--- config.mk ---
export PLATFORM = sky130hd
export DESIGN_NAME = gtl_queue
export DESIGN_NICKNAME = d
export VERILOG_FILES = /design/src/rtl/assert_macros.svh /design/src/rtl/gtl_pkg.sv /design/src/rtl/gtl_queue.sv
export SDC_FILE = /design/constraint.sdc
export NUM_CORES = 1
export LEC_CHECK = 0
export ABC_AREA = 1
export BUFFER_PORTS_ARGS = -buffer_cell sky130_fd_sc_hd__buf_2
export CORE_MARGIN = 2
export CORE_UTILIZATION = 30
export DETAILED_ROUTE_END_ITERATION = 10
export PLACE_DENSITY_LB_ADDON = 0.12
export RECOVER_POWER = 25
export SYNTH_ARGS = -nofsm -noshare
export SYNTH_HDL_FRONTEND = slang
export SYNTH_SLANG_ARGS = --single-unit
--- constraint.sdc ---
create_clock -name clk -period 1.7 [get_ports clk]
set_input_delay 0.17 -clock clk [delete_from_list [all_inputs] [get_ports clk]]
set_output_delay 0.17 -clock clk [all_outputs]
set_load 0.05 [all_outputs]
--- src/rtl/assert_macros.svh ---
// ----------------------------------------------------------------------------
// Assertion macros
// Clocked assertion helpers; empty when SYNTH is defined.
// ----------------------------------------------------------------------------
`ifndef ASSERT_MACROS_SVH
`define ASSERT_MACROS_SVH
`ifndef SYNTH
`define ASSERT_CLK(lbl, prop) \
  lbl: assert property (@(posedge clk) disable iff (rst) prop) \
    else $error("assertion failed");
`define ASSERT_NEVER(lbl, expr) \
  lbl: assert property (@(posedge clk) disable iff (rst) !(expr)) \
    else $error("forbidden condition seen");
`else
`define ASSERT_CLK(lbl, prop)
`define ASSERT_NEVER(lbl, expr)
`endif
`endif

--- src/rtl/gtl_pkg.sv ---
// ----------------------------------------------------------------------------
// Gardner timing loop package
// Shared widths, constants, register indexes and types.
// ----------------------------------------------------------------------------
package gtl_pkg;

  localparam int SAMPLE_BITS_DEF = 16;
  localparam int HISTORY_LEN     = 3;
  localparam int QUEUE_DEPTH     = 2;

  localparam int SYM_W      = 16;
  localparam int SPS_W      = 24;
  localparam int GAIN_W     = 32;
  localparam int ERR_W      = 32;
  localparam int INTEG_W    = 18;
  localparam int FILL_W     = 2;
  localparam int CFG_IDX_W  = 2;
  localparam int CFG_DATA_W = 32;

  localparam logic [CFG_IDX_W-1:0] REG_SPS   = 2'd0;
  localparam logic [CFG_IDX_W-1:0] REG_PROP  = 2'd1;
  localparam logic [CFG_IDX_W-1:0] REG_INTEG = 2'd2;

  localparam logic [SPS_W-1:0]  SPS_RESET   = 24'd262144;
  localparam logic [GAIN_W-1:0] PROP_RESET  = 32'd2058874;
  localparam logic [GAIN_W-1:0] INTEG_RESET = 32'd25872564;

  localparam logic signed [ERR_W-1:0] ERR_MAX = 32'sh7FFF_FFFF;
  localparam logic signed [ERR_W-1:0] ERR_MIN = 32'sh8000_0000;

  localparam int INTEG_LIM = 65536;

  // scaled error operand, clipped to 2^48, multiplied in two slices
  localparam int SCL_W    = 49;
  localparam int SCL_LO_W = 25;
  localparam int SCL_HI_W = SCL_W - SCL_LO_W;
  localparam int ACC_W    = SCL_W + SPS_W;
  localparam logic [SCL_W-1:0] SCL_CLIP = {1'b1, 48'b0};

  localparam int LP_SUM_W = 36;
  localparam int PROD_W   = 2 * GAIN_W;
  localparam int CORR_W   = 51;
  localparam int CMAG_W   = CORR_W - 1;

  // divide by ten: q = (n * ceil(2^39 / 10)) >> 39, exact for n < 2^35
  localparam int LP_RCP_W  = LP_SUM_W;
  localparam int LP_RCP_SH = 39;
  localparam int RCP_HALF  = LP_RCP_W / 2;
  localparam int RCP_W     = 2 * LP_RCP_W;
  localparam logic [LP_RCP_W-1:0] LP_RCP = 36'd54975581389;

  typedef struct packed {
    logic [SPS_W-1:0]  sps;
    logic [GAIN_W-1:0] prop_gain;
    logic [GAIN_W-1:0] integ_gain;
  } gtl_cfg_t;

endpackage

--- src/rtl/gtl_queue.sv ---
// ----------------------------------------------------------------------------
// Word queue
// Small register FIFO between front and back.
// ----------------------------------------------------------------------------
module gtl_queue #(
  parameter int WIDTH = 8,
  parameter int DEPTH = gtl_pkg::QUEUE_DEPTH
) (
  input  logic                       clk,
  input  logic                       rst,
  input  logic                       push_valid,
  input  logic [WIDTH-1:0]           push_data,
  output logic                       push_ready,
  output logic                       pop_valid,
  output logic [WIDTH-1:0]           pop_data,
  input  logic                       pop_ready,
  output logic [$clog2(DEPTH+1)-1:0] count
);
  localparam int PW = (DEPTH > 1) ? $clog2(DEPTH) : 1;
  localparam int CW = $clog2(DEPTH + 1);

  logic [WIDTH-1:0] mem [DEPTH];
  logic [PW-1:0]    wr_ptr;
  logic [PW-1:0]    rd_ptr;
  logic             do_push;
  logic             do_pop;

  assign push_ready = (count != CW'(DEPTH));
  assign pop_valid  = (count != '0);
  assign pop_data   = mem[rd_ptr];
  assign do_push    = push_valid && push_ready;
  assign do_pop     = pop_valid && pop_ready;

  always_ff @(posedge clk) begin
    if (rst) begin
      wr_ptr <= '0;
      rd_ptr <= '0;
      count  <= '0;
    end else begin
      if (do_push) begin
        wr_ptr <= (wr_ptr == PW'(DEPTH - 1)) ? '0 : wr_ptr + 1'b1;
      end
      if (do_pop) begin
        rd_ptr <= (rd_ptr == PW'(DEPTH - 1)) ? '0 : rd_ptr + 1'b1;
      end
      if (do_push && !do_pop) begin
        count <= count + 1'b1;
      end else if (do_pop && !do_push) begin
        count <= count - 1'b1;
      end
    end
  end

  always_ff @(posedge clk) begin
    if (do_push) begin
      mem[wr_ptr] <= push_data;
    end
  end
endmodule

==> flow_summary.yaml <==
clocking:
  post_cts.repair.setup_buffers: 0
  cts_hold_buf: 0
  cts_buffers: 3
  clock-sinks: 21
  h-tree-depth: 1
  clockRootBuffer: "clkbuf_4"
  clock_path_buffers: 2
  worstSkewPairLatency_ns: 0.30
  cts_tree: "yes"
  clk_pin_slew_ns: 0.11
power:
  p_seq_share_pct: 41.4
  peakVddDrop_mv: 0.774
  power_frac_clock_pct: 13.4
  p_total_mw: 1.74
  p_leak_nw: 0.430
  p_int_mw: 0.973
  combPwrFrac_pct: 45.2
  switchingPower_mw: 0.770
  power_density_nw_per_um2: 1700
  p_sw_share_pct: 44.2
sta:
  rsz0062_at_grt: "false"
  min_period_over_period_pct: 87.7
  finalSetupViolations: 0
  fin_skew_ns: 0.00575
  hold_violations: 0
  tightest_slew_ns: 0.256
  drv_slew: 0
  period_needed_ns: 1.49
  slew_headroom_pct: 83.1
  tns_ns: 0
  fmax_ghz: 0.671
synthesis:
  synth_nets: 75
  ys_seq_area_share_pct: 70.3
  muxShareOfSynthArea_pct: 10.9
  synth-compound-area-share_pct: 2.42
  ys_ff_latch: 21
  synth_fa_ha_area_share_pct: 1.52
  synth_cell_type_count: 17
  ys_warn_count: 0
  synth_xor_xnor_area_share_pct: 0
  netlist_area_um2: 826
  synth_top_family_by_area: "multiplexers"
  syn_inst: 62
  synth_area_per_cell_um2: 13.3
  yosys.area_share.simple_pct: 10.5
cells_and_area:
  n_fill_cell: 272
  instances_no_fill: 122
  final_util_pct: 38.3
  antenna_cells: 0
  drive_gt1_share_pct: 48.4
  multi_input_area_um2: 211
  final_area_um2: 1030
  seq_area_um2: 584
  final_nets: 105
  area_growth_pct: 24.5
floorplanning:
  die_h_um: 56.5
  rows: 19
  fp.coreArea_um2: 2690
  die-area_um2: 3190
  start_util_pct: 30.7
  fp.dieW_um: 56.5
  io_pins: 24
global_route:
  grt_pass1_vias: 531
  grt_overflow: 0
  antenna_found_initial: 0
  grt_max_degree: 12
  grt_pass1_wl_um: 2190
  grt_use_total_pct: 9.34
placement:
  port_buffers: 23
  place_hpwl_um: 996
  globalplace.congestion: 0.724
  dp_cells: 118
  place_area_um2: 1000
worst_setup_path:
  end_kind: "output port"
  cp_data_arrival_time_ns: 1.32
  path_max_fanout: 8
  required_ns: 1.53
  crit_path_start_kind: "flip-flop"
  path_class: "reg -> out"
drt:
  viasPerCell: 4.27
  finalWirelength_um: 1320
  ant_nets: 0
  wire_per_inst_um: 10.8
  drtPass1Iterations: 4
  drt_iter0_drc: 5
  vias: 521
  drc: 0
flow_run:
  cap_violations: 0
run_status:
  status: "finished clean"
min_path:
  hold_path_class: "in -> reg"
## synthesized netlist by cell type
cell type  number  share of area (%)
dfxtp_1         5                 12
nand2_1         7                3.2
o21ai_1         1               0.61
nand3_1         2                1.2
nor2_1          7                3.2
edfxtp_1       16                 58
ha_1            1                1.5
nand4_1         1               0.76
mux2_2          8                 11
inv_1           6                2.7
inv_2           1               0.45
nand2_4         1                1.4
clkinv_2        1               0.61
buf_2           1               0.61
o21ai_0         1               0.61
a21oi_1         2                1.2
nand2_2         1               0.76
## stage by stage
stage,setup slack (ns),hold slack (ns)
final,0.210,0.0533
after global routing,0.131,0.0284
after CTS,0.0469,0.0399
after detailed placement,0.403,0.364
after global placement,0.399,0.359
after floorplan,0.00823,0.269
## sequential cells by signal, summed over array words and instances (netlist names), named ones only
name,count
mem,16
count,2
rd_ptr,1
wr_ptr,1
## per-layer routing
| metal | wire length (um) | GRT usage [%] | up-vias |
|---|---|---|---|
| li1 | - | - | 268 |
| met3 | 74 | 5.07 | 2 |
| met2 | 613 | 14.3 | 15 |
| met5 | 0 | 0 | - |
| met4 | 12 | 3.06 | 0 |
| met1 | 616 | 11.2 | 236 |
## layout make-up
class | count | area share [%]
sequential | 21 | 56.8
multi-input combinational | 32 | 20.6
timing repair buffer | 26 | 13.3
tap | 31 | 3.77
inverter | 8 | 3.04
clock buffer | 4 | 2.55
## path summary, 6_finish.rpt
path                                       startpoint                    end  slack, ns  depth (start not counted)
worst max-delay path                        flip-flop            pop_data[4]       0.21                          2
worst min-delay path                     push_data[0]    mem[1][0]$_DFFE_PP_       0.05                          1
worst max register to register  count[0]$_SDFFE_PP0P_  count[1]$_SDFFE_PP0P_       0.39                         10
worst min register to register  count[0]$_SDFFE_PP0P_  count[0]$_SDFFE_PP0P_       0.47                          1
## timing repair
item,4_1_cts,5_1_grt
hold endpoints to repair,0,0
endpoints found under the setup margin,0,3
resized for setup,0,1
## logic make-up (layout without fill, tap and decap cells)
group,after synthesis,after routing
DFF,21,21
AOI/OAI and AO/OA,4,4
and+or+nand+nor,19,19
muxes,8,8
buffers and inverters,9,38
adders and majority gates,1,1
## placed cells by master (no fill, tap or decap), types with 2 or more instances in the layout
master	netlist	final
buf_2	1	22
edfxtp_1	16	16
mux2_2	8	8
nor2_1	7	7
inv_1	6	6
nand2_1	7	6
dfxtp_2	0	3
clkbuf_4	0	3
buf_4	0	3
nand2_2	1	2
nand3_1	2	2
a21oi_1	2	2
clkbuf_1	0	2
dfxtp_1	5	2
## worst max-delay path, cell delays in order, from the launching register on
cell and delay (ns):
dfxtp_2 0.45, mux2_2 0.36, buf_2 0.21
## power by group through the flow
stage / Clock (mW) / Combinational, mW / Sequential [mW]
finish: 0.234 / 0.788 / 0.721
floorplan: 0 / 0.571 / 0.782
global route: 0.272 / 0.845 / 0.736
detailed placement: 0 / 0.798 / 0.734
CTS: 0.250 / 0.800 / 0.723
global placement: 0 / 0.796 / 0.731
Power figures use the tool's default switching activity.
