**config.mk**
```make
export PLATFORM = sky130hd
export DESIGN_NAME = gtl_front_flat
export DESIGN_NICKNAME = d
export VERILOG_FILES = /design/src/rtl/assert_macros.svh /design/src/rtl/gtl_pkg.sv /design/src/rtl/gtl_sym_if.sv /design/src/rtl/gtl_front.sv /design/src/flat_wrapper.sv
export SDC_FILE = /design/constraint.sdc
export NUM_CORES = 1
export LEC_CHECK = 0
export ABC_AREA = 1
export BUFFER_PORTS_ARGS = -buffer_cell sky130_fd_sc_hd__buf_2
export CAP_MARGIN = 5
export CORE_MARGIN = 2
export CORE_UTILIZATION = 48
export CTS_BUF_LIST = sky130_fd_sc_hd__clkbuf_2
export DETAILED_ROUTE_END_ITERATION = 12
export GPL_TIMING_DRIVEN = 0
export HOLD_SLACK_MARGIN = 0.08
export PLACE_DENSITY = 0.82
export SETUP_SLACK_MARGIN = 0.1
export SLEW_MARGIN = 20
export SYNTH_ARGS = -nofsm -noshare
export SYNTH_HDL_FRONTEND = slang
export SYNTH_SLANG_ARGS = --single-unit
```
**constraint.sdc**
```tcl
create_clock -name clk -period 4.3 [get_ports clk]
set_input_delay 0.215 -clock clk [delete_from_list [all_inputs] [get_ports clk]]
set_output_delay 0.215 -clock clk [all_outputs]
set_load 0.03 [all_outputs]
```
**src/rtl/assert_macros.svh**
```systemverilog
// ----------------------------------------------------------------------------
// Assertion macros
// Clocked assertion helpers; empty when SYNTH is defined.
// ----------------------------------------------------------------------------
`ifndef ASSERT_MACROS_SVH
`define ASSERT_MACROS_SVH
`ifndef SYNTH
`define ASSERT_CLK(lbl, prop) \
  lbl: assert property (@(posedge clk) disable iff (rst) prop) \
    else $error("assertion failed");
`define ASSERT_NEVER(lbl, expr) \
  lbl: assert property (@(posedge clk) disable iff (rst) !(expr)) \
    else $error("forbidden condition seen");
`else
`define ASSERT_CLK(lbl, prop)
`define ASSERT_NEVER(lbl, expr)
`endif
`endif

```
**src/rtl/gtl_pkg.sv**
```systemverilog
// ----------------------------------------------------------------------------
// Gardner timing loop package
// Shared widths, constants, register indexes and types.
// ----------------------------------------------------------------------------
package gtl_pkg;

  localparam int SAMPLE_BITS_DEF = 16;
  localparam int HISTORY_LEN     = 3;
  localparam int QUEUE_DEPTH     = 2;

  localparam int SYM_W      = 16;
  localparam int SPS_W      = 24;
  localparam int GAIN_W     = 32;
  localparam int ERR_W      = 32;
  localparam int INTEG_W    = 18;
  localparam int FILL_W     = 2;
  localparam int CFG_IDX_W  = 2;
  localparam int CFG_DATA_W = 32;

  localparam logic [CFG_IDX_W-1:0] REG_SPS   = 2'd0;
  localparam logic [CFG_IDX_W-1:0] REG_PROP  = 2'd1;
  localparam logic [CFG_IDX_W-1:0] REG_INTEG = 2'd2;

  localparam logic [SPS_W-1:0]  SPS_RESET   = 24'd262144;
  localparam logic [GAIN_W-1:0] PROP_RESET  = 32'd2058874;
  localparam logic [GAIN_W-1:0] INTEG_RESET = 32'd25872564;

  localparam logic signed [ERR_W-1:0] ERR_MAX = 32'sh7FFF_FFFF;
  localparam logic signed [ERR_W-1:0] ERR_MIN = 32'sh8000_0000;

  localparam int INTEG_LIM = 65536;

  // scaled error operand, clipped to 2^48, multiplied in two slices
  localparam int SCL_W    = 49;
  localparam int SCL_LO_W = 25;
  localparam int SCL_HI_W = SCL_W - SCL_LO_W;
  localparam int ACC_W    = SCL_W + SPS_W;
  localparam logic [SCL_W-1:0] SCL_CLIP = {1'b1, 48'b0};

  localparam int LP_SUM_W = 36;
  localparam int PROD_W   = 2 * GAIN_W;
  localparam int CORR_W   = 51;
  localparam int CMAG_W   = CORR_W - 1;

  // divide by ten: q = (n * ceil(2^39 / 10)) >> 39, exact for n < 2^35
  localparam int LP_RCP_W  = LP_SUM_W;
  localparam int LP_RCP_SH = 39;
  localparam int RCP_HALF  = LP_RCP_W / 2;
  localparam int RCP_W     = 2 * LP_RCP_W;
  localparam logic [LP_RCP_W-1:0] LP_RCP = 36'd54975581389;

  typedef struct packed {
    logic [SPS_W-1:0]  sps;
    logic [GAIN_W-1:0] prop_gain;
    logic [GAIN_W-1:0] integ_gain;
  } gtl_cfg_t;

endpackage

```
**src/rtl/gtl_sym_if.sv**
```systemverilog
// ----------------------------------------------------------------------------
// Symbol channel
// One complex symbol word per handshake.
// ----------------------------------------------------------------------------
interface gtl_sym_if;
  import gtl_pkg::*;
  logic                    valid;
  logic                    ready;
  logic signed [SYM_W-1:0] sym_i;
  logic signed [SYM_W-1:0] sym_q;
  modport source (output valid, sym_i, sym_q, input ready);
  modport sink (input valid, sym_i, sym_q, output ready);
endinterface

```
**src/rtl/gtl_front.sv**
```systemverilog
// ----------------------------------------------------------------------------
// Gardner loop front end
// Accepts symbols, keeps the history and tags each word as fill or update.
// ----------------------------------------------------------------------------
module gtl_front #(
  parameter int SAMPLE_BITS = gtl_pkg::SAMPLE_BITS_DEF
) (
  input  logic                   clk,
  input  logic                   rst,
  gtl_sym_if.sink                sym,
  output logic                   push_valid,
  output logic [6*SAMPLE_BITS:0] push_item,
  input  logic                   push_ready
);
  import gtl_pkg::*;

  localparam int SB = SAMPLE_BITS;

  logic signed [SB-1:0] new_i;
  logic signed [SB-1:0] new_q;
  logic signed [SB-1:0] e_i;
  logic signed [SB-1:0] e_q;
  logic signed [SB-1:0] p_i;
  logic signed [SB-1:0] p_q;
  logic [FILL_W-1:0]    fill;
  logic                 filling;
  logic                 accept;

  assign new_i      = SB'($unsigned(sym.sym_i));
  assign new_q      = SB'($unsigned(sym.sym_q));
  assign filling    = (fill < FILL_W'(HISTORY_LEN - 1));
  assign sym.ready  = push_ready;
  assign push_valid = sym.valid;
  assign accept     = sym.valid && push_ready;
  // word layout: fill flag, early, prompt, late
  assign push_item  = {filling, e_i, e_q, p_i, p_q, new_i, new_q};

  always_ff @(posedge clk) begin
    if (rst) begin
      fill <= '0;
    end else if (accept && filling) begin
      fill <= fill + 1'b1;
    end
  end

  always_ff @(posedge clk) begin
    if (accept) begin
      if (filling) begin
        if (fill == '0) begin
          e_i <= new_i;
          e_q <= new_q;
        end else begin
          p_i <= new_i;
          p_q <= new_q;
        end
      end else begin
        e_i <= p_i;
        e_q <= p_q;
        p_i <= new_i;
        p_q <= new_q;
      end
    end
  end
endmodule

```
**src/flat_wrapper.sv**
```systemverilog
// flat-port wrapper written by rule: the top's interface ports become plain ports
module gtl_front_flat import gtl_pkg::*;
#(
  parameter int SAMPLE_BITS = gtl_pkg::SAMPLE_BITS_DEF
)
  (clk, rst, push_valid, push_item, push_ready, sym_valid, sym_sym_i, sym_sym_q, sym_ready);
  gtl_sym_if sym_i ();
  input  logic clk;
  input  logic rst;
  output logic push_valid;
  output logic [6*SAMPLE_BITS:0] push_item;
  input  logic push_ready;
  input wire logic [$bits(sym_i.valid)-1:0] sym_valid;
  input wire logic [$bits(sym_i.sym_i)-1:0] sym_sym_i;
  input wire logic [$bits(sym_i.sym_q)-1:0] sym_sym_q;
  output wire logic [$bits(sym_i.ready)-1:0] sym_ready;
  assign sym_i.valid = sym_valid;
  assign sym_i.sym_i = sym_sym_i;
  assign sym_i.sym_q = sym_sym_q;
  assign sym_ready = sym_i.ready;
  gtl_front #(.SAMPLE_BITS(SAMPLE_BITS)) u_core (.clk(clk), .rst(rst), .sym(sym_i), .push_valid(push_valid), .push_item(push_item), .push_ready(push_ready));
endmodule
```
==> flow_summary_export.csv, run 1 <==
group,metric,value,unit
outcome,status,"finished clean",
worst_setup_path,r2r_end,"u_core.p_q[7]",
sta,fmax,556,MHz
sta,final-setup-viol-count,0,
yosys,yosys_register_bits,66,
floorplan,core_area,0.00557,sq mm
worst_setup_path,r2r_slack,2.50,ns
worst_setup_path,path_class,"flip-flop to flip-flop",
worst_setup_path,worstSetupEndpointType,"flip-flop",
placed_design,place.gp.congestion,0.742,
worst_setup_path,cp_slowest_cell,"nor2_4",
route,first_pass_iters,5,
route,wl_per_cell,13.1,um
sta,finalHoldViolCount,0,
sta,slew_headroom,70.8,%
floorplan,std_cell_rows,27,
final_layout,nets,440,
placed_design,place_hpwl,4170,um
route,detail_route.wirelength,6280,um
yosys,synth.most_common_cell,"nand2_1",
clock_network,h-tree-depth,3,
floorplan,start_util,50.2,%
yosys,synthCells,219,
floorplan,io_pins,135,
yosys,synth.distinct_cells,14,
clock_network,cts_sinks,66,
route,drc,0,
clock_network,tritoncts,"yes",
floorplan,die_area,0.00646,sq mm
min_path,worstHoldPathCells,5,
placed_design,io_buffers,134,
clock_network,clk_pin_slew,0.16,ns
global_routing,grt_util_all_layers,20.2,%
clock_network,cts_root_buf,"clkbuf_2",
global_routing,antenna_found_initial,0,
final_layout,area_growth,45.2,%
route,via_per_inst,4.49,
yosys,synthFlopType,"edfxtp_1",
global_routing,grt_pass1_vias,2005,
clock_network,clock_latency,0.45,ns
worst_setup_path,ff2ff_path_depth,6,
flow_run,maxCapViolations,0,
power_and_ir_drop,p_leak,0.00190,uW
sta,rsz0062_at_grt,"false",
final_layout,fillers,388,
final_layout,drive_above_1_share,51.5,%
worst_setup_path,cp.required,4.46,ns
min_path,hold_end,"u_core.fill[0]",
sta,fin_setup_tns,0,ns
yosys,yosysWarnings,0,
yosys,synth_fp_nets,257,
final_layout,antennaDiodeCount,0,
worst_setup_path,critPathLaunchType,"flip-flop",
clock_network,numCtsBuffers,9,
power_and_ir_drop,finalPower,1290,uW
yosys,synth.area.top_cells,"edfxtp_1, nand2_1, buf_4, nand2_2, buf_12",
worst_setup_path,crit_chain,"buf_6 > inv_8 > buf_12 > ha_1 > nor2_4 > buf_16",
yosys,synth_top_area_share,68.7,%
clock_network,clockBufferDepth,2,
yosys,netlist_area,0.00280,sq mm
route,vias,2148,
yosys,netlist_top_cells_count,"nand2_1, edfxtp_1, buf_4",
clock_network,cts_hold_buffers,36,
route,ant_nets,0,
yosys,synth.yosys.seq_area_share,70.1,%
yosys,synth_largest_area_cell,"edfxtp_1",
min_path,min_path_type,"primary input to flip-flop",
floorplan,die_w,80.3,um
clock_network,cts_resized,0,
global_routing,grt_max_degree,23,
worst_setup_path,crit_path_max_incr_delay,0.38,ns
worst_setup_path,rr_startpoint,"u_core.fill[1]",
power_and_ir_drop,pwr_density_cell,317,mW/mm^2
min_path,min_from,"sym_valid",
global_routing,grt_pass1_wl,9600,um
yosys,async_flop_share,0,%
power_and_ir_drop,vdd_drop_max,0.000210,V
floorplan,die_h,80.3,um
yosys,avgSynthCellArea,12.8,sq um
route,first_iter_violations,96,
sta,hold_ws,0.311,ns
sta,fin_crit_sh,41.8,%
sta,tightest_slew,0.437,ns
yosys,synth-edff-count,64,
sta,slew_violations,0,
sta,worst_clock_skew,0.0225,ns
worst_setup_path,arrival,1.96,ns
global_routing,grt_overflow,0,
sta,fin_crit,1.80,ns
clock_network,cts_setup_buffers,0,
worst_setup_path,cp_max_fo,21,
-- logic make-up after synthesis --
family | Yosys count | share of synthesized area [%]
AO/OA/AOI/OAI | 1 | 0.179
adder cells (fa/ha/maj) | 2 | 0.894
buffers and inverters | 45 | 13.2
flip-flops | 66 | 70.1
AND/OR/NAND/NOR | 105 | 15.6
-- layer usage --
layer	track usage [%]	share of wire [%]	wire (um)
met1	23.4	39	2440
met2	35.4	52	3270
met3	4.49	6.9	432
met4	9.83	2.1	132
met5	0	0	0
-- critical path: cells and delay by family, from the launching register on --
kind,cells,cell delay (ns)
DFF,1,0.35
adders and majority gates,1,0.21
buffers and inverters,4,0.57
and+or+nand+nor,1,0.38
-- worst max-delay path by stage --
stage                              start             end  depth (start not counted)  slack, ns
after floorplan           u_core.fill[1]   u_core.p_i[0]                          5       1.72
after global placement    u_core.fill[1]  u_core.p_q[14]                          5       0.97
after detailed placement  u_core.fill[1]  u_core.p_q[14]                          6       2.49
after CTS                 u_core.fill[1]   u_core.p_q[7]                          6       2.45
after global routing      u_core.fill[1]   u_core.p_q[7]                          6       2.37
final                     u_core.fill[1]   u_core.p_q[7]                          6       2.50
-- power breakdown --
part / internal (uW) / switching [uW]
sequential: 739 / 7.75
combinational: 107 / 162
clock: 69.3 / 203
total: 914 / 373
-- placed cells by master, fill, tap and decap left out, drive strengths merged --
| cell type | instances |
|---|---|
| nand4 | 1 |
| buf | 178 |
| dfxtp | 2 |
| nor2 | 5 |
| nand2 | 98 |
| clkinv | 5 |
| ha | 2 |
| a21oi | 1 |
| inv | 3 |
| clkbuf | 10 |
| dlygate4sd3 | 36 |
| edfxtp | 64 |
| nand3 | 1 |
-- per-stage QoR --
step                      cells  setup slack (ns)  instance area [sq um]  utilization, %
after global routing        478              2.37                   4060            72.9
after global placement      425             0.969                   3560            63.8
after floorplan             219              1.72                   2800               -
after detailed placement    427              2.49                   3630            65.1
final                       478              2.50                   4060            72.9
after CTS                   478              2.45                   4060            72.9
-- final cells by class --
type	count	area [sq um]	share of cell area, %
multi-input combinational	108	480	11.8
clock buffer	10	50.0	1.23
inverter	3	18.8	0.462
tap	72	90.1	2.22
buffer	42	352	8.66
clock inverter	5	22.5	0.555
timing repair buffer	172	1090	26.7
sequential	66	1960	48.3
-- state kept, by name (all words and copies together), names as in the netlist --
| register | count |
|---|---|
| u_core.e_i | 16 |
| u_core.e_q | 16 |
| u_core.p_i | 16 |
| u_core.p_q | 16 |
| u_core.fill | 2 |
(Power assumes the default switching activity.)
==> run 2: changes to the inputs <==
--- a/config.mk
+++ b/config.mk
@@ -9,12 +9,12 @@
 export BUFFER_PORTS_ARGS = -buffer_cell sky130_fd_sc_hd__buf_2
 export CAP_MARGIN = 5
 export CORE_MARGIN = 2
-export CORE_UTILIZATION = 48
+export CORE_UTILIZATION = 43
 export CTS_BUF_LIST = sky130_fd_sc_hd__clkbuf_2
 export DETAILED_ROUTE_END_ITERATION = 12
 export GPL_TIMING_DRIVEN = 0
 export HOLD_SLACK_MARGIN = 0.08
-export PLACE_DENSITY = 0.82
+export PLACE_DENSITY = 0.77
 export SETUP_SLACK_MARGIN = 0.1
 export SLEW_MARGIN = 20
 export SYNTH_ARGS = -nofsm -noshare
==> constraint.sdc (replaced) <==
create_clock -name clk -period 1.49 [get_ports clk]
set_input_delay 0.0745 -clock clk [delete_from_list [all_inputs] [get_ports clk]]
set_output_delay 0.0745 -clock clk [all_outputs]
set_load 0.03 [all_outputs]
==> run 2 against run 1 <==
  * Via count up 5.7%
  * Final cell count up 3.6%
  * Highest routed layer unchanged
  * Worst setup slack worse by 2.4 ns
  * Clock-buffer cell count up 2
  * Critical path type unchanged
  * First-iteration DRC count down 16%
==> flow_summary_export.csv, run 2 (synthesis results as in run 1) <==
group,metric,value,unit
clock_network,h-tree-depth,3,
placed_design,place_inst,430,
route,wl_per_cell,14.3,um
final_layout,layout_common_cells,"buf_2, nand2_1, edfxtp_1, buf_4, dlygate4sd3_1",
worst_setup_path,crit_chain,"buf_6 > inv_8 > buf_12 > ha_4 > nor2_4 > buf_12",
worst_setup_path,r2r_slack,0.08,ns
route,via_per_inst,4.59,
floorplan,die_w,84.7,um
worst_setup_path,cp_max_fo,16,
worst_setup_path,worstSetupEndpointType,"flip-flop",
global_routing,antenna_found_initial,0,
global_routing,grt_util_all_layers,19.8,%
worst_setup_path,crit_top_cell,"buf_12",
final_layout,drive_above_1_share,53.8,%
route,detail_route.wirelength,7090,um
placed_design,place_hpwl,4140,um
placed_design,place.gp.congestion,0.755,
sta,worst_clock_skew,0.0360,ns
worst_setup_path,cp_slowest_cell,"dfxtp_2",
final_layout,fillers,486,
sta,slew_headroom,70.1,%
worst_setup_path,critPathLaunchType,"flip-flop",
route,vias,2271,
floorplan,io_pins,135,
clock_network,cts_sinks,66,
final_layout,layout_commonest_cell,"buf_2",
sta,rsz0062_at_grt,"true",
route,drc,0,
power_and_ir_drop,p_leak,0.00197,uW
worst_setup_path,crit_path_max_incr_delay,0.36,ns
global_routing,grt_pass1_vias,2182,
floorplan,start_util,44.3,%
sta,tightest_slew,0.447,ns
floorplan,die_h,84.7,um
outcome,status,"finished clean",
sta,worst_slack,0.0812,ns
placed_design,io_buffers,134,
worst_setup_path,worst-path-buf-inv,4,
final_layout,nets,451,
clock_network,numCtsBuffers,9,
global_routing,grt_max_degree,17,
final_layout,fin_cells,495,
global_routing,grt_pass1_wl,10800,um
final_layout,area_growth,51.1,%
route,ant_nets,0,
min_path,min_path_type,"primary input to flip-flop",
final_layout,fin_util,66.9,%
worst_setup_path,arrival,1.57,ns
clock_network,clockBufferDepth,2,
route,first_iter_violations,81,
power_and_ir_drop,pwr_density_cell,943,mW/mm^2
clock_network,tritoncts,"yes",
worst_setup_path,path_class,"flip-flop to flip-flop",
clock_network,clock_latency,0.46,ns
sta,fin_crit,1.41,ns
sta,fmax,710,MHz
clock_network,clk_pin_slew,0.19,ns
sta,finalHoldViolCount,0,
floorplan,std_cell_rows,29,
sta,fin_crit_sh,94.6,%
worst_setup_path,cp.required,1.65,ns
final_layout,antennaDiodeCount,0,
sta,final-setup-viol-count,0,
floorplan,die_area,0.00717,sq mm
sta,fin_setup_tns,0,ns
placed_design,pre_cts_ws,-0.480,ns
power_and_ir_drop,vdd_drop_max,0.000594,V
route,first_pass_iters,4,
clock_network,cts_root_buf,"clkbuf_2",
flow_run,maxCapViolations,0,
floorplan,core_area,0.00631,sq mm
sta,slew_violations,0,
global_routing,grt_overflow,0,
worst_setup_path,crit_family,"buffers and inverters",
[run 2: cell count changes in the layout (fill, tap and decap cells not counted), sizes merged]
| cell | before | now |
|---|---|---|
| nor2 | 5 | 7 |
| bufinv | 0 | 1 |
| clkbuf | 10 | 12 |
| dlygate4sd3 | 36 | 35 |
| buf | 178 | 188 |
| clkinv | 5 | 3 |
[run 2: per-stage QoR]
stage	hold slack [ns]	cell area, sq um	total power (uW)
after CTS	0.219	4220	4010
after floorplan	0.136	2840	2670
after global routing	0.232	4230	4150
final	0.271	4230	3980
after global placement	0.244	3610	2880
after detailed placement	0.240	3610	2900
[run 2: repair_timing]
action                                  4_1_cts  5_1_grt
pin swaps                                     4        0
cloned                                        2        0
hold buffers                                 35        0
setup buffers                                12        0
gates resized for setup                       5        2
endpoints found under the setup margin       65       44
hold endpoints to repair                     66        0
[run 2: path summary, 6_finish.rpt]
path,from,to,cells past startpoint
hold / removal,rst,u_core.fill[1],3
setup / recovery,u_core.fill[1],u_core.p_q[3],6
hold reg to reg,u_core.p_q[1],u_core.e_q[1],2
setup reg to reg,u_core.fill[1],u_core.p_q[3],6
[run 2: report_power, final]
group | internal (uW) | leakage, uW | switching [uW]
combinational | 338 | 0.00129 | 496
clock | 397 | 0.0000710 | 599
sequential | 2130 | 0.000606 | 23.6
total | 2870 | 0.00197 | 1120
[run 2: tightest hold or removal path: stages]
cell	delay, ns
dlygate4sd3_1	0.52
buf_2	0.10
a21oi_1	0.03
[run 2: area by class of cell]
class                   count  area, sq um  share of cell area, %
multi-input cells         110          528                   12.5
repair buffers            181         1160                   27.5
clock inverters             4         42.5                   1.01
inverters                   3         18.8                  0.444
flip-flops and latches     66         1960                   46.4
clock buffers              12         60.1                   1.42
plain buffers              42          355                   8.41
well taps                  77         96.3                   2.28
[run 2: per-layer routing]
| metal | part of all wire, % | global-route usage (%) |
|---|---|---|
| met5 | 0 | 0 |
| met4 | 2.9 | 10.2 |
| met3 | 6.5 | 4.52 |
| met2 | 51 | 33.6 |
| met1 | 39 | 23.7 |
==> run 3: changes to the inputs <==
--- a/config.mk
+++ b/config.mk
@@ -5,9 +5,9 @@
 export SDC_FILE = /design/constraint.sdc
 export NUM_CORES = 1
 export LEC_CHECK = 0
-export ABC_AREA = 1
 export BUFFER_PORTS_ARGS = -buffer_cell sky130_fd_sc_hd__buf_2
 export CAP_MARGIN = 5
+export CORE_ASPECT_RATIO = 1.2
 export CORE_MARGIN = 2
 export CORE_UTILIZATION = 43
 export CTS_BUF_LIST = sky130_fd_sc_hd__clkbuf_2
==> run 3 against run 2 <==
  * Register-to-register slack gained 0.04 ns
  * Worst setup slack is essentially flat
  * Sequential power is essentially flat
  * Wire length shrank 6.6%
  * Design area grew 2.2%
  * Flip-flop and latch count is the same
  * Area after synthesis grew 1.4%
==> flow_summary_export.csv, run 3 <==
group,metric,value,unit
outcome,status,"finished clean",
yosys,async_flop_share,0,%
yosys,synthCells,150,
clock_network,cts_sinks,66,
sta,finalHoldViolCount,0,
power_and_ir_drop,p_leak,0.00189,uW
worst_setup_path,cp_max_fo,4,
placed_design,io_buffers,134,
final_layout,layout_commonest_cell,"buf_2",
yosys,netlist_top_cells_count,"edfxtp_1, buf_4, mux2_4",
route,via_per_inst,4.47,
yosys,synth.area.top_cells,"edfxtp_1, mux2_4, buf_4, buf_6, dfxtp_1",
power_and_ir_drop,pwr_density_cell,967,mW/mm^2
sta,fin_setup_tns,0,ns
final_layout,drive_above_1_share,68.9,%
yosys,synth_top_area_share,67.7,%
clock_network,cts_root_buf,"clkbuf_2",
global_routing,grt_util_all_layers,18.3,%
clock_network,numCtsBuffers,9,
route,ant_nets,0,
clock_network,clk_pin_slew,0.19,ns
route,first_pass_iters,4,
floorplan,die_area,0.00727,sq mm
final_layout,final_cell_area,0.00432,sq mm
sta,fin_crit_sh,94.6,%
route,drc,0,
yosys,synthFlopType,"edfxtp_1",
yosys,synth.yosys.seq_area_share,69.1,%
worst_setup_path,startpoint,"u_core.fill[1]",
clock_network,h-tree-depth,3,
sta,rsz0062_at_grt,"true",
yosys,yosysWarnings,0,
global_routing,grt_max_degree,17,
min_path,worstHoldPathCells,2,
yosys,avgSynthCellArea,18.9,sq um
yosys,synth-edff-count,64,
global_routing,antenna_found_initial,0,
yosys,synth.distinct_cells,14,
sta,tightest_slew,0.386,ns
yosys,synth_largest_area_cell,"edfxtp_1",
worst_setup_path,cp.required,1.42,ns
global_routing,grt_pass1_vias,1996,
min_path,hold_end,"u_core.p_q[12]",
final_layout,layout_common_cells,"buf_2, edfxtp_1, buf_4, dlygate4sd3_1, mux2_4",
sta,slew_violations,0,
worst_setup_path,arrival,1.33,ns
min_path,min_path_type,"primary input to flip-flop",
clock_network,tritoncts,"yes",
yosys,synth.most_common_cell,"edfxtp_1",
final_layout,area_growth,52.2,%
global_routing,grt_overflow,0,
route,vias,1929,
power_and_ir_drop,vdd_drop_max,0.000698,V
worst_setup_path,r2r_end,"u_core.p_q[4]",
worst_setup_path,rr_startpoint,"u_core.fill[1]",
min_path,min_from,"sym_sym_q[12]",
clock_network,clockBufferDepth,2,
route,first_iter_violations,57,
placed_design,place_inst,369,
worst_setup_path,critPathLaunchType,"flip-flop",
floorplan,die_w,78.2,um
floorplan,io_pins,135,
sta,final-setup-viol-count,0,
flow_run,maxCapViolations,0,
final_layout,antennaDiodeCount,0,
yosys,netlist_area,0.00284,sq mm
global_routing,grt_pass1_wl,9890,um
worst_setup_path,r2r_slack,0.12,ns
route,detail_route.wirelength,6630,um
floorplan,start_util,44.3,%
sta,fin_crit,1.41,ns
clock_network,clock_latency,0.48,ns
sta,fmax,710,MHz
yosys,synth_fp_nets,188,
final_layout,nets,380,
yosys,yosys_register_bits,66,
floorplan,std_cell_rows,32,
final_layout,fin_cells,432,
worst_setup_path,worstSetupEndpointType,"output port",
floorplan,core_area,0.00641,sq mm
floorplan,die_h,93.0,um
placed_design,placed_area,0.00367,sq mm
sta,worst_clock_skew,0.0235,ns
worst_setup_path,path_class,"flip-flop to output port",
worst_setup_path,ff2ff_path_depth,6,
sta,slew_headroom,74.2,%
placed_design,place_hpwl,3990,um
sta,hold_ws,0.317,ns
placed_design,place.gp.congestion,0.726,
route,wl_per_cell,15.3,um
run 3: kinds of logic (layout without fill, tap and decap cells):
group	after synthesis	in the layout	synth area share (%)
AOI/OAI and AO/OA	1	1	0.176
buffers and inverters	41	236	11.1
muxes	33	33	17.1
and+or+nand+nor	7	9	1.63
adders and majority gates	2	2	0.882
DFF	66	66	69.1
run 3: how the worst max path moves through the flow:
stage                     endpoint  slack (ns)  cells past startpoint
global placement    u_core.p_i[15]       -0.47                      5
finish               push_item[96]        0.08                      5
floorplan            u_core.e_i[0]       -0.15                      5
detailed placement  u_core.p_i[15]       -0.49                      5
global route         push_item[96]        0.03                      5
CTS                  push_item[96]        0.05                      5
run 3: area by class of cell:
class	instances	area, sq um
clock buffer	9	45.0
timing repair buffer	179	1150
tap	85	106
sequential	66	1960
multi-input combinational	45	623
inverter	2	20.0
fill	468	2090
clock inverter	7	83.8
buffer	39	324
run 3: worst max-delay path, cell delays in order, from the launching register on:
cell and delay (ns):
dfxtp_2 0.36, buf_6 0.10, buf_12 0.10, clkinv_8 0.05
buf_6 0.11, buf_6 0.13
run 3: routing by layer:
layer,up-vias,wire [um],global-route usage (%)
met4,0,104,7.89
li1,908,-,-
met2,77,3710,34.9
met5,-,0,0
met1,933,2450,18.5
met3,11,361,4.63
run 3: stage by stage:
step                setup slack, ns  utilization [%]  power [uW]
finish                       0.0808             67.4        4180
global route                 0.0266             67.4        4330
CTS                          0.0499             67.3        4190
detailed placement           -0.489             57.3        2920
global placement             -0.471             57.3        2900
floorplan                    -0.151                -        2710
run 3: report_power, final:
part,leakage [uW],internal (uW),switching [uW]
registers,0.000606,2130,24.1
clock network,0.0000744,536,638
logic,0.00121,391,459
run 3: what timing repair did:
item,CTS,global route
setup buffers,10,0
endpoints found under the hold margin,66,0
pin swaps,4,0
hold buffers,35,0
gates resized for setup,5,3
endpoints found under the setup margin,65,12
gates cloned,2,0
